===== src/design/assert_macros.svh =====
// ----------------------------------------------------------------------------
// assert_macros.svh
// shared concurrent assertion macros, clocked on a rising edge with an
// active-low asynchronous reset as disable
// ----------------------------------------------------------------------------
`ifndef ASSERT_MACROS_SVH
`define ASSERT_MACROS_SVH

// property holds at every edge out of reset
`define ASSERT_ALWAYS(lbl, clk, rst_n, prop, msg) \
	lbl: assert property (@(posedge clk) disable iff (!rst_n) (prop)) else $error(msg);

// antecedent implies consequent in the same cycle
`define ASSERT_IMPL(lbl, clk, rst_n, ante, cons, msg) \
	lbl: assert property (@(posedge clk) disable iff (!rst_n) (ante) |-> (cons)) else $error(msg);

// antecedent implies consequent in the next cycle
`define ASSERT_NEXT(lbl, clk, rst_n, ante, cons, msg) \
	lbl: assert property (@(posedge clk) disable iff (!rst_n) (ante) |=> (cons)) else $error(msg);

`endif


===== src/design/phcb_pkg.sv =====
// ----------------------------------------------------------------------------
// phcb_pkg
// types and operation codes for the page history cursor buffer
// ----------------------------------------------------------------------------
`timescale 1ns / 1ps

package phcb_pkg;

	localparam logic [2:0] OP_START = 3'd0;
	localparam logic [2:0] OP_PREV  = 3'd1;
	localparam logic [2:0] OP_NEXT  = 3'd2;
	localparam logic [2:0] OP_ADD   = 3'd3;
	localparam logic [2:0] OP_QUERY = 3'd4;

	typedef struct packed {
		logic [2:0]  op;
		logic [31:0] offset;
	} item_t;

	typedef struct packed {
		logic [31:0] page_offset;
		logic [4:0]  page_number;
		logic        can_go_back;
		logic        can_go_forward;
	} result_t;

	// cursor status after one operation, travels next to the memory read
	typedef struct packed {
		logic       has_page;
		logic [4:0] page_number;
		logic       can_go_back;
		logic       can_go_forward;
	} page_status_t;

endpackage


===== src/design/phcb_ram.sv =====
// ----------------------------------------------------------------------------
// phcb_ram
// generic single-write, single-read synchronous ram with registered read
// ----------------------------------------------------------------------------
`timescale 1ns / 1ps

module phcb_ram #(
	parameter int WIDTH = 32,
	parameter int DEPTH = 16,
	localparam int AW = (DEPTH > 1) ? $clog2(DEPTH) : 1
) (
	input  logic             clk,
	input  logic             wr_en,
	input  logic [AW-1:0]    wr_addr,
	input  logic [WIDTH-1:0] wr_data,
	input  logic             rd_en,
	input  logic [AW-1:0]    rd_addr,
	output logic [WIDTH-1:0] rd_data
);

	logic [WIDTH-1:0] mem_q [DEPTH];

	always_ff @(posedge clk) begin
		if (wr_en) begin
			mem_q[wr_addr] <= wr_data;
		end
		if (rd_en) begin
			rd_data <= mem_q[rd_addr];
		end
	end

endmodule


===== src/design/phcb_ctrl.sv =====
// ----------------------------------------------------------------------------
// phcb_ctrl
// cursor, fill count and ring base; turns one operation into a store
// write on start or add, a store read at the new cursor and the cursor status
// ----------------------------------------------------------------------------
`timescale 1ns / 1ps
`include "assert_macros.svh"

module phcb_ctrl
	import phcb_pkg::*;
#(
	parameter int HISTORY_DEPTH = 16,
	localparam int AW = $clog2(HISTORY_DEPTH),
	localparam int CW = $clog2(HISTORY_DEPTH + 1)
) (
	input  logic         clk,
	input  logic         arst_n,
	input  logic         accept,
	input  item_t        item,
	output logic         wr_en,
	output logic [AW-1:0] wr_addr,
	output logic [31:0]  wr_data,
	output logic         rd_en,
	output logic [AW-1:0] rd_addr,
	output page_status_t status
);

	localparam logic [CW-1:0] DEPTH_C = CW'(HISTORY_DEPTH);
	localparam logic [AW:0]   DEPTH_W = (AW + 1)'(HISTORY_DEPTH);

	logic [CW-1:0] cursor_q, cursor_n;
	logic [CW-1:0] filled_q, filled_n;
	logic [AW-1:0] base_q, base_n;
	logic [AW-1:0] wr_log;
	logic          shift;
	logic [CW-1:0] cursor_m1;

	// logical slot to physical ram address in the ring
	function automatic logic [AW-1:0] phys(input logic [AW-1:0] base, input logic [AW-1:0] idx);
		logic [AW:0] sum;
		sum = {1'b0, base} + {1'b0, idx};
		if (sum >= DEPTH_W) begin
			sum = sum - DEPTH_W;
		end
		return sum[AW-1:0];
	endfunction

	always_comb begin
		cursor_n = cursor_q;
		filled_n = filled_q;
		base_n   = base_q;
		wr_en    = 1'b0;
		wr_log   = '0;
		shift    = 1'b0;
		unique case (item.op)
			OP_START: begin
				cursor_n = CW'(1);
				filled_n = CW'(1);
				wr_en    = accept;
			end
			OP_PREV: begin
				if (cursor_q > CW'(1)) begin
					cursor_n = cursor_q - CW'(1);
				end
			end
			OP_NEXT: begin
				if (cursor_q < filled_q) begin
					cursor_n = cursor_q + CW'(1);
				end
			end
			OP_ADD: begin
				wr_en = accept;
				if (cursor_q < DEPTH_C) begin
					wr_log = cursor_q[AW-1:0];
					if (cursor_q + CW'(1) > filled_q) begin
						filled_n = cursor_q + CW'(1);
					end
				end else begin
					// full: oldest slot becomes the newest, base moves up one
					shift    = 1'b1;
					base_n   = phys(base_q, AW'(1));
					cursor_n = DEPTH_C;
				end
			end
			default: begin
			end
		endcase
	end

	assign cursor_m1 = cursor_n - CW'(1);
	assign wr_addr   = shift ? base_q : phys(base_q, wr_log);
	assign wr_data   = item.offset;
	assign rd_en     = accept;
	assign rd_addr   = phys(base_n, cursor_m1[AW-1:0]);

	assign status.has_page       = (cursor_n != '0);
	assign status.page_number    = 5'(cursor_n);
	assign status.can_go_back    = (cursor_n > CW'(1));
	assign status.can_go_forward = (cursor_n < filled_n);

	always_ff @(posedge clk or negedge arst_n) begin
		if (!arst_n) begin
			cursor_q <= '0;
			filled_q <= '0;
			base_q   <= '0;
		end else if (accept) begin
			cursor_q <= cursor_n;
			filled_q <= filled_n;
			base_q   <= base_n;
		end
	end

	`ASSERT_ALWAYS(a_cursor_in_fill, clk, arst_n, cursor_q <= filled_q, "cursor beyond fill count")
	`ASSERT_ALWAYS(a_fill_in_range, clk, arst_n, filled_q <= DEPTH_C, "fill count beyond depth")
	`ASSERT_IMPL(a_shift_when_full, clk, arst_n, accept && shift, filled_q == DEPTH_C,
		"ring shift without a full store")

endmodule


===== src/design/page_history_cursor_buffer.sv =====
// ----------------------------------------------------------------------------
// page_history_cursor_buffer
// back/forward history of page start offsets with a cursor, offsets held
// in a ring-addressed ram
// ----------------------------------------------------------------------------
//  channel  direction  payload   handshake
//  item     in         item_t    item_valid / item_stall
//  result   out        result_t  result_valid / result_stall
//
//  one item per cycle sustained while the result is not stalled; the result
//  passes through the ram read stage, then the output register
//  the offset read at the new cursor is forwarded when the same item wrote it
//  reset clears cursor, fill count and ring base; the ram needs no clearing
//  a stalled result holds one item in the read stage, then item_stall rises
// ----------------------------------------------------------------------------
`timescale 1ns / 1ps
`include "assert_macros.svh"

module page_history_cursor_buffer
	import phcb_pkg::*;
#(
	parameter int HISTORY_DEPTH = 16
) (
	input  logic    clk,
	input  logic    arst_n,
	input  logic    item_valid,
	output logic    item_stall,
	input  item_t   item,
	output logic    result_valid,
	input  logic    result_stall,
	output result_t result
);

	localparam int AW = $clog2(HISTORY_DEPTH);

	logic          accept;
	logic          advance;
	logic          wr_en;
	logic [AW-1:0] wr_addr;
	logic [31:0]   wr_data;
	logic          rd_en;
	logic [AW-1:0] rd_addr;
	logic [31:0]   rd_data;
	page_status_t  status;

	logic          s1_valid_q;
	page_status_t  status_s1;
	logic          fwd_hit_s1;
	logic [31:0]   fwd_data_s1;
	logic          result_valid_q;
	result_t       result_q;
	logic [31:0]   offset_s1;

	assign accept     = item_valid && !item_stall;
	assign advance    = s1_valid_q && (!result_valid_q || !result_stall);
	assign item_stall = s1_valid_q && !advance;

	phcb_ctrl #(
		.HISTORY_DEPTH(HISTORY_DEPTH)
	) u_ctrl (
		.clk     (clk),
		.arst_n  (arst_n),
		.accept  (accept),
		.item    (item),
		.wr_en   (wr_en),
		.wr_addr (wr_addr),
		.wr_data (wr_data),
		.rd_en   (rd_en),
		.rd_addr (rd_addr),
		.status  (status)
	);

	phcb_ram #(
		.WIDTH(32),
		.DEPTH(HISTORY_DEPTH)
	) u_ram (
		.clk     (clk),
		.wr_en   (wr_en),
		.wr_addr (wr_addr),
		.wr_data (wr_data),
		.rd_en   (rd_en),
		.rd_addr (rd_addr),
		.rd_data (rd_data)
	);

	// read stage payload, no reset needed
	always_ff @(posedge clk) begin
		if (accept) begin
			status_s1   <= status;
			fwd_hit_s1  <= wr_en && (wr_addr == rd_addr);
			fwd_data_s1 <= wr_data;
		end
	end

	always_comb begin
		if (!status_s1.has_page) begin
			offset_s1 = '0;
		end else if (fwd_hit_s1) begin
			offset_s1 = fwd_data_s1;
		end else begin
			offset_s1 = rd_data;
		end
	end

	always_ff @(posedge clk or negedge arst_n) begin
		if (!arst_n) begin
			s1_valid_q     <= 1'b0;
			result_valid_q <= 1'b0;
		end else begin
			if (accept) begin
				s1_valid_q <= 1'b1;
			end else if (advance) begin
				s1_valid_q <= 1'b0;
			end
			if (advance) begin
				result_valid_q <= 1'b1;
			end else if (!result_stall) begin
				result_valid_q <= 1'b0;
			end
		end
	end

	always_ff @(posedge clk) begin
		if (advance) begin
			result_q.page_offset    <= offset_s1;
			result_q.page_number    <= status_s1.page_number;
			result_q.can_go_back    <= status_s1.can_go_back;
			result_q.can_go_forward <= status_s1.can_go_forward;
		end
	end

	assign result_valid = result_valid_q;
	assign result       = result_q;

	`ASSERT_IMPL(a_stall_cause, clk, arst_n, item_stall, result_valid_q && result_stall,
		"input stalled without a stalled result")
	`ASSERT_NEXT(a_s1_held, clk, arst_n, s1_valid_q && item_stall, s1_valid_q,
		"read stage lost an item while stalled")
	`ASSERT_NEXT(a_s1_to_out, clk, arst_n, advance, result_valid_q,
		"read stage moved without filling the output")

endmodule


===== config.mk =====
export PLATFORM = sky130hd
export DESIGN_NAME = page_history_cursor_buffer
export DESIGN_NICKNAME = d
export VERILOG_FILES = /design/src/design/phcb_pkg.sv /design/src/design/phcb_ram.sv /design/src/design/phcb_ctrl.sv /design/src/design/page_history_cursor_buffer.sv
export VERILOG_INCLUDE_DIRS = /design/src /design/src/design
export SDC_FILE = /design/constraint.sdc
export NUM_CORES = 1
export LEC_CHECK = 0
export ABC_AREA = 0
export BUFFER_PORTS_ARGS = -buffer_cell sky130_fd_sc_hd__buf_2
export CAP_MARGIN = 5
export CORE_MARGIN = 2
export CORE_UTILIZATION = 50
export DETAILED_ROUTE_END_ITERATION = 10
export PLACE_DENSITY_LB_ADDON = 0.25
export SYNTH_ARGS = -nofsm -noshare
export SYNTH_HDL_FRONTEND = slang
export SYNTH_SLANG_ARGS = --single-unit

===== constraint.sdc =====
create_clock -name clk -period 4.6 [get_ports clk]
set_clock_uncertainty 0.15 [all_clocks]
set_input_delay 0.92 -clock clk [delete_from_list [all_inputs] [get_ports clk]]
set_output_delay 0.92 -clock clk [all_outputs]
set_load 0.05 [all_outputs]

* After elaboration in Yosys (flattened, before gate mapping)
Memory sizes are Yosys's and may differ from the RTL's. A register that Yosys moved wholly into a read port is not among the register bits.
Cells that the tools add are included.
** Word-level totals
- Flip-flop bits (word level) :: 96
- RAM bits :: 512
- Input bits :: 39
- Output and inout port bits :: 41
- Memories kept :: 1
** Memories
- u_ram.mem_q :: words 16, width 32, rd ports 1, clocked after memory_dff 1, write ports 1, line phcb_ram.sv:21 : logic [WIDTH-1:0] mem_q [DEPTH];
** Cells by class
- Add/subtract/negate cells :: 9
- $lt $le $gt $ge :: 9
- Equality and inequality tests :: 5
- Muxes and demuxes :: 25
- Reductions and logical operators :: 13
** Operator list (number)
- $mux W32 :: 1
- $mux W4 :: 8
- $mux W5 :: 5
- $pmux W5 S4 :: 1
- $sub A4 B1 Y4 const B :: 4
- $ge A5 B5 Y1 const B :: 3
- $add A4 B4 Y5 :: 2
- $gt A5 B1 Y1 const B :: 2
- $lt A5 B5 Y1 :: 2
- $pmux W5 S2 :: 1
- $mux W1 :: 9
- $eq A3 B2 Y1 const B :: 2
- $add A4 B1 Y5 const B :: 1
- $add A5 B1 Y5 const B :: 1
- $gt A5 B5 Y1 :: 1
- $lt A5 B5 Y1 const B :: 1
- $reduce_bool A5 Y1 :: 1
- $sub A5 B1 Y5 const B :: 1
- $eq A4 B4 Y1 :: 1
- $logic_and A1 B1 Y1 :: 4
- $logic_not A1 Y1 :: 4
- $eq A3 B1 Y1 const B :: 1
- $logic_not A3 Y1 :: 1
- $ne A2 B1 Y1 const B :: 1
- other kinds (3) :: 3

* Logic depth before layout (Yosys ltp)
- Depth after elaboration :: 10
- Mapped depth :: 17

* Modules after synthesis
A second synthesis with hierarchy kept.
** Second synthesis, totals
- Cells, all modules :: 1281
- Area, all modules :: 25525.7 um^2
** By module, submodules not included
- phcb_ram :: instances 1, cells an instance 838, area each 20174.3 um^2
- page_history_cursor_buffer :: instances 1, cells an instance 165, area each 3136.8 um^2
- phcb_ctrl :: instances 1, cells an instance 278, area each 2214.6 um^2

* Least setup slack after synthesis
Ideal clock, no wire load.
- Path type :: in2reg
- From :: input result_stall
- To :: memory u_ram.mem_q[0][0], enable pin
- Library setup time :: 0.421 ns
- Arrival time :: 4.545 ns
- Data required time :: 4.029 ns
- Setup slack :: -0.516 ns
- Stages on the path :: 6
- Path through :: nand3_1 nand2_1 inv_1 and2_1 o21ai_0 nor2_1
** Between the ends
- Cells in the longest elaborated chain, start to end :: 10
** RTL lines
- start, declared :: line page_history_cursor_buffer.sv:30 : input logic result_stall,
- $logic_not A1 Y1
- $logic_or A1 B1 Y1 :: line page_history_cursor_buffer.sv:55 : assign advance = s1_valid_q && (!result_valid_q || !result_stall);
- $logic_and A1 B1 Y1 :: line page_history_cursor_buffer.sv:55
- $logic_not A1 Y1 :: line page_history_cursor_buffer.sv:56 : assign item_stall = s1_valid_q && !advance;
- $logic_and A1 B1 Y1 :: line page_history_cursor_buffer.sv:56
- $logic_not A1 Y1 :: line page_history_cursor_buffer.sv:54 : assign accept = item_valid && !item_stall;
- $logic_and A1 B1 Y1 :: line page_history_cursor_buffer.sv:54
- named net accept :: line page_history_cursor_buffer.sv:36 : logic accept;
- $mux W1 :: line phcb_ctrl.sv:55 : unique case (item.op)
- $mux W1 :: line phcb_ram.sv:24 : if (wr_en) begin
- $mux W1 (implied by the code) :: line phcb_ram.sv:25 : mem_q[wr_addr] <= wr_data;
- end, declared :: line phcb_ram.sv:21
The timed path passes the listed nets, and every way through them passes these cells.

* Final worst setup path
- From :: register u_ctrl.filled_q[4]
- To :: register u_ram.rd_data[29] (read register of u_ram.mem_q), data pin
** Between the ends
- Cells in the longest elaborated chain, start to end :: 7
** RTL lines
- start, declared :: line phcb_ctrl.sv:32 : logic [CW-1:0] filled_q, filled_n;
- start signal, assigned :: line phcb_ctrl.sv:108 : filled_q <= filled_n;
- $lt A5 B5 Y1 * :: line phcb_ctrl.sv:67 : if (cursor_q < filled_q) begin
- $mux W5 * :: line phcb_ctrl.sv:67
- $pmux W5 S4 * :: line phcb_ctrl.sv:55
- $sub A4 B1 Y4 * :: line phcb_ctrl.sv:90 : assign cursor_m1 = cursor_n - CW'(1);
- $add A4 B4 Y5 * :: line phcb_ctrl.sv:41 : sum = {1'b0, base} + {1'b0, idx};
- $sub A4 B1 Y4 / $ge A5 B5 Y1 (equally long branches) :: line phcb_ctrl.sv:43, phcb_ctrl.sv:42
- $mux W4 * :: line phcb_ctrl.sv:42 : if (sum >= DEPTH_W) begin
- end, declared :: line phcb_ram.sv:18 : output logic [WIDTH-1:0] rd_data
Mark *: on every way between the ends. The rest lies on a longest branch, timed or not.
A chain may end at the register's enable or synchronous reset.

==> impl_metrics.env <==
export IMPL_outcome="finished, final reports clean"
export IMPL_grt_start_max_net_pins=53
export IMPL_syn_inst=1229
export IMPL_antenna_found_initial=3
export IMPL_grt_total_usage_pct=20.46
export IMPL_place_gp_congestion=0.8536
export IMPL_hold_path_class="in2async"
export IMPL_via_per_inst=5.798
export IMPL_final_common_cell="edfxtp_1"
export IMPL_crit_slowest_cell="fa_4"
export IMPL_drt_iter0_drc=1169
export IMPL_syn_nets=1296
export IMPL_die_area_sq_um=52850
export IMPL_arrival_ps=4560
export IMPL_hold_viol_final=0
export IMPL_io_buffers=79
export IMPL_drtPass1Iterations=7
export IMPL_setup_tns_ps=0
export IMPL_power_uw=23520
export IMPL_start_kind="flip-flop"
export IMPL_grt_pass1_vias=12680
export IMPL_synth_ff_type="edfxtp_1"
export IMPL_antennaDiodeCount=0
export IMPL_postSynthAreaPerCell_sq_um=20.76
export IMPL_path_buf_inv=3
export IMPL_area_delta_synth_final_pct=17.63
export IMPL_reg2reg_from="u_ctrl.filled_q[4]"
export IMPL_start_util_pct=50.75
export IMPL_power_density_nw_per_um2=783.7
export IMPL_vias=12360
export IMPL_grt_pass1_wl_microns=80270
export IMPL_cp_max_fo=22
export IMPL_reg2reg_depth=13
export IMPL_synthArstFlopShare_pct=2.500
export IMPL_synth_seq_cells=640
export IMPL_cp_endpoint="u_ram.rd_data[29]"
export IMPL_dieHeight_microns=229.9
export IMPL_cp_top_family="adder cells"
export IMPL_reg2reg_to="u_ram.rd_data[29]"
export IMPL_wl_per_cell_microns=25.04
export IMPL_path_cells="inv_1 -> ha_1 -> a21o_1 -> a31oi_4 -> a211oi_1 -> nor3b_2 -> ha_1 -> fa_4 -> buf_4 -> buf_12 -> mux4_2 -> mux2i_1 -> mux2i_1"
export IMPL_h_tree_depth=2
export IMPL_hold_slack_ps=80.67
export IMPL_insertion_delay_ps=610
export IMPL_crit_type="reg2reg"
export IMPL_syn_area_sq_um=25510
export IMPL_layout_drive_gt1_share_pct=28.84
export IMPL_synth_edf_count=624
export IMPL_ioPinCount=80
export IMPL_rsz0062_at_grt="no"
export IMPL_cts_sinks=640
export IMPL_hpwl_microns=29990
export IMPL_crit_path_end_kind="flip-flop"
export IMPL_cts_root_buf="clkbuf_16"
export IMPL_max_stage_delay_ps=830
export IMPL_cts_tree="yes"
export IMPL_cts_max_path_buffers=3
export IMPL_ant_nets=0
export IMPL_final_cell_mix="edfxtp_1, mux2i_1, mux4_2"
export IMPL_drc=0
export IMPL_nNetsFinal=1476
export IMPL_p_leak_uw=0.01029
export IMPL_ir_worst_vdd_v=0.001463
export IMPL_rrSetupSlack_ps=240
export IMPL_fin_crit_ps=4360
export IMPL_synth_warnings=0
export IMPL_path_clk_slew_ps=60
export IMPL_slew_violations=0
export IMPL_synth_area_leaders="edfxtp_1, mux4_2, mux2i_1, dfrtp_1, ha_1"
export IMPL_overflow=0
export IMPL_design_area_sq_um=30010
export IMPL_utilization_pct=59.70
export IMPL_worstPathRequired_ps=4800
export IMPL_cp_depth=13
export IMPL_max_slew_margin_pct=27.19
export IMPL_routed_wl_microns=53390
export IMPL_cts_buffers=61
export IMPL_worstMarginPinSlew_ps=1089
export IMPL_rows=82
export IMPL_yosys_area_top_type_share_pct=73.44
export IMPL_fmax_ghz=0.2294
export IMPL_synth_top_area_cell="edfxtp_1"
export IMPL_period_share_pct=94.78
export IMPL_core_area_sq_um=50270
export IMPL_seq_area_frac_synth_pct=75.01
export IMPL_ys_types=61
export IMPL_place_area_sq_um=28020
export IMPL_cp_startpoint="u_ctrl.filled_q[4]"
export IMPL_die_w_microns=229.9
export IMPL_setup_violations=0
export IMPL_cap_violations=0
## cell type report
| type | instances | area (sq um) |
|---|---|---|
| Fill cell | 3618 | 20260 |
| Sequential cell | 640 | 19140 |
| Multi-Input combinational cell | 511 | 6196 |
| Timing Repair Buffer | 174 | 1772 |
| Clock buffer | 68 | 1574 |
| Tap cell | 672 | 840.8 |
| Clock inverter | 46 | 409.1 |
| Inverter | 21 | 82.58 |
## cell families after synthesis
logic type                 share of synthesized area, %
AOI/OAI and AO/OA                                 1.903
DFF                                               75.01
buffers and inverters                             1.407
xor gates and xnor gates                         0.7896
adders and majority gates                         1.432
and+or+nand+nor                                   2.839
muxes                                             16.62
## sequential cells by signal, indices dropped and copies added, names as in the netlist
name and cells:
u_ctrl.cursor_q 5, u_ctrl.base_q 4, result 39, u_ram.rd_data 32
fwd_data_s1 32, status_s1 8, s1_valid_q 1, fwd_hit_s1 1
u_ctrl.filled_q 5, result_valid 1, u_ram.mem_q 512
## worst register-to-register path, cell delays in order, from the launching register on
cell	delay [ps]
dfrtp_1	370
inv_1	80
ha_1	390
a21o_1	240
a31oi_4	250
a211oi_1	140
nor3b_2	290
ha_1	320
fa_4	840
buf_4	210
buf_12	210
mux4_2	330
mux2i_1	200
mux2i_1	110
## per-stage QoR
stage	setup slack, ps	std cells
final	240.1	2132
after global routing	27.16	2132
after CTS	144.6	2132
after detailed placement	-135.4	2018
after global placement	-98.80	2018
after floorplan	-506.6	1229
## worst min path at each step
| stage | from | to | slack (ps) | depth (start not counted) |
|---|---|---|---|---|
| after floorplan | status_s1[0] | result[0] | 250 | 0 |
| after global placement | status_s1[0] | result[0] | 250 | 0 |
| after detailed placement | status_s1[6] | result[6] | 250 | 0 |
| after CTS | arst_n | s1_valid_q | 60 | 1 |
| after global routing | arst_n | s1_valid_q | 90 | 1 |
| final | arst_n | s1_valid_q | 80 | 1 |
## routing by layer
layer / routed length (microns) / GRT usage, % / vias to the layer above
met5: 13 / 0 / -
met4: 881 / 4.234 / 2
met3: 2742 / 3.125 / 68
met2: 26170 / 33.29 / 336
met1: 23580 / 29.74 / 6554
li1: - / - / 5401
## repair_timing
item | 4_1_cts | 5_1_grt
setup buffers | 0 | 0
endpoints found under the setup margin | 0 | 3
hold buffers | 0 | 0
resized for setup | 0 | 2
## Yosys cell counts, drive strengths merged (3+ instances only)
master,count
a211o,3
a21o,7
a21oi,13
a22o,5
a22oi,5
and3,3
buf,23
clkbuf,34
dfrtp,16
edfxtp,624
ha,26
inv,21
mux2i,133
mux4,128
nand2,23
nand3,8
nand4,4
nor2,21
nor2b,36
nor3,11
nor3b,5
o21a,5
o21ai,17
xnor2,13
xor2,7
## power breakdown
group	leakage, uW	switching, uW	internal (uW)	total (uW)
combinational	0.00341	5470	5790	11300
clock	0.000979	2110	2850	4960
sequential	0.00590	160	7150	7310
No activity file was read; power rests on OpenSTA's default activity.
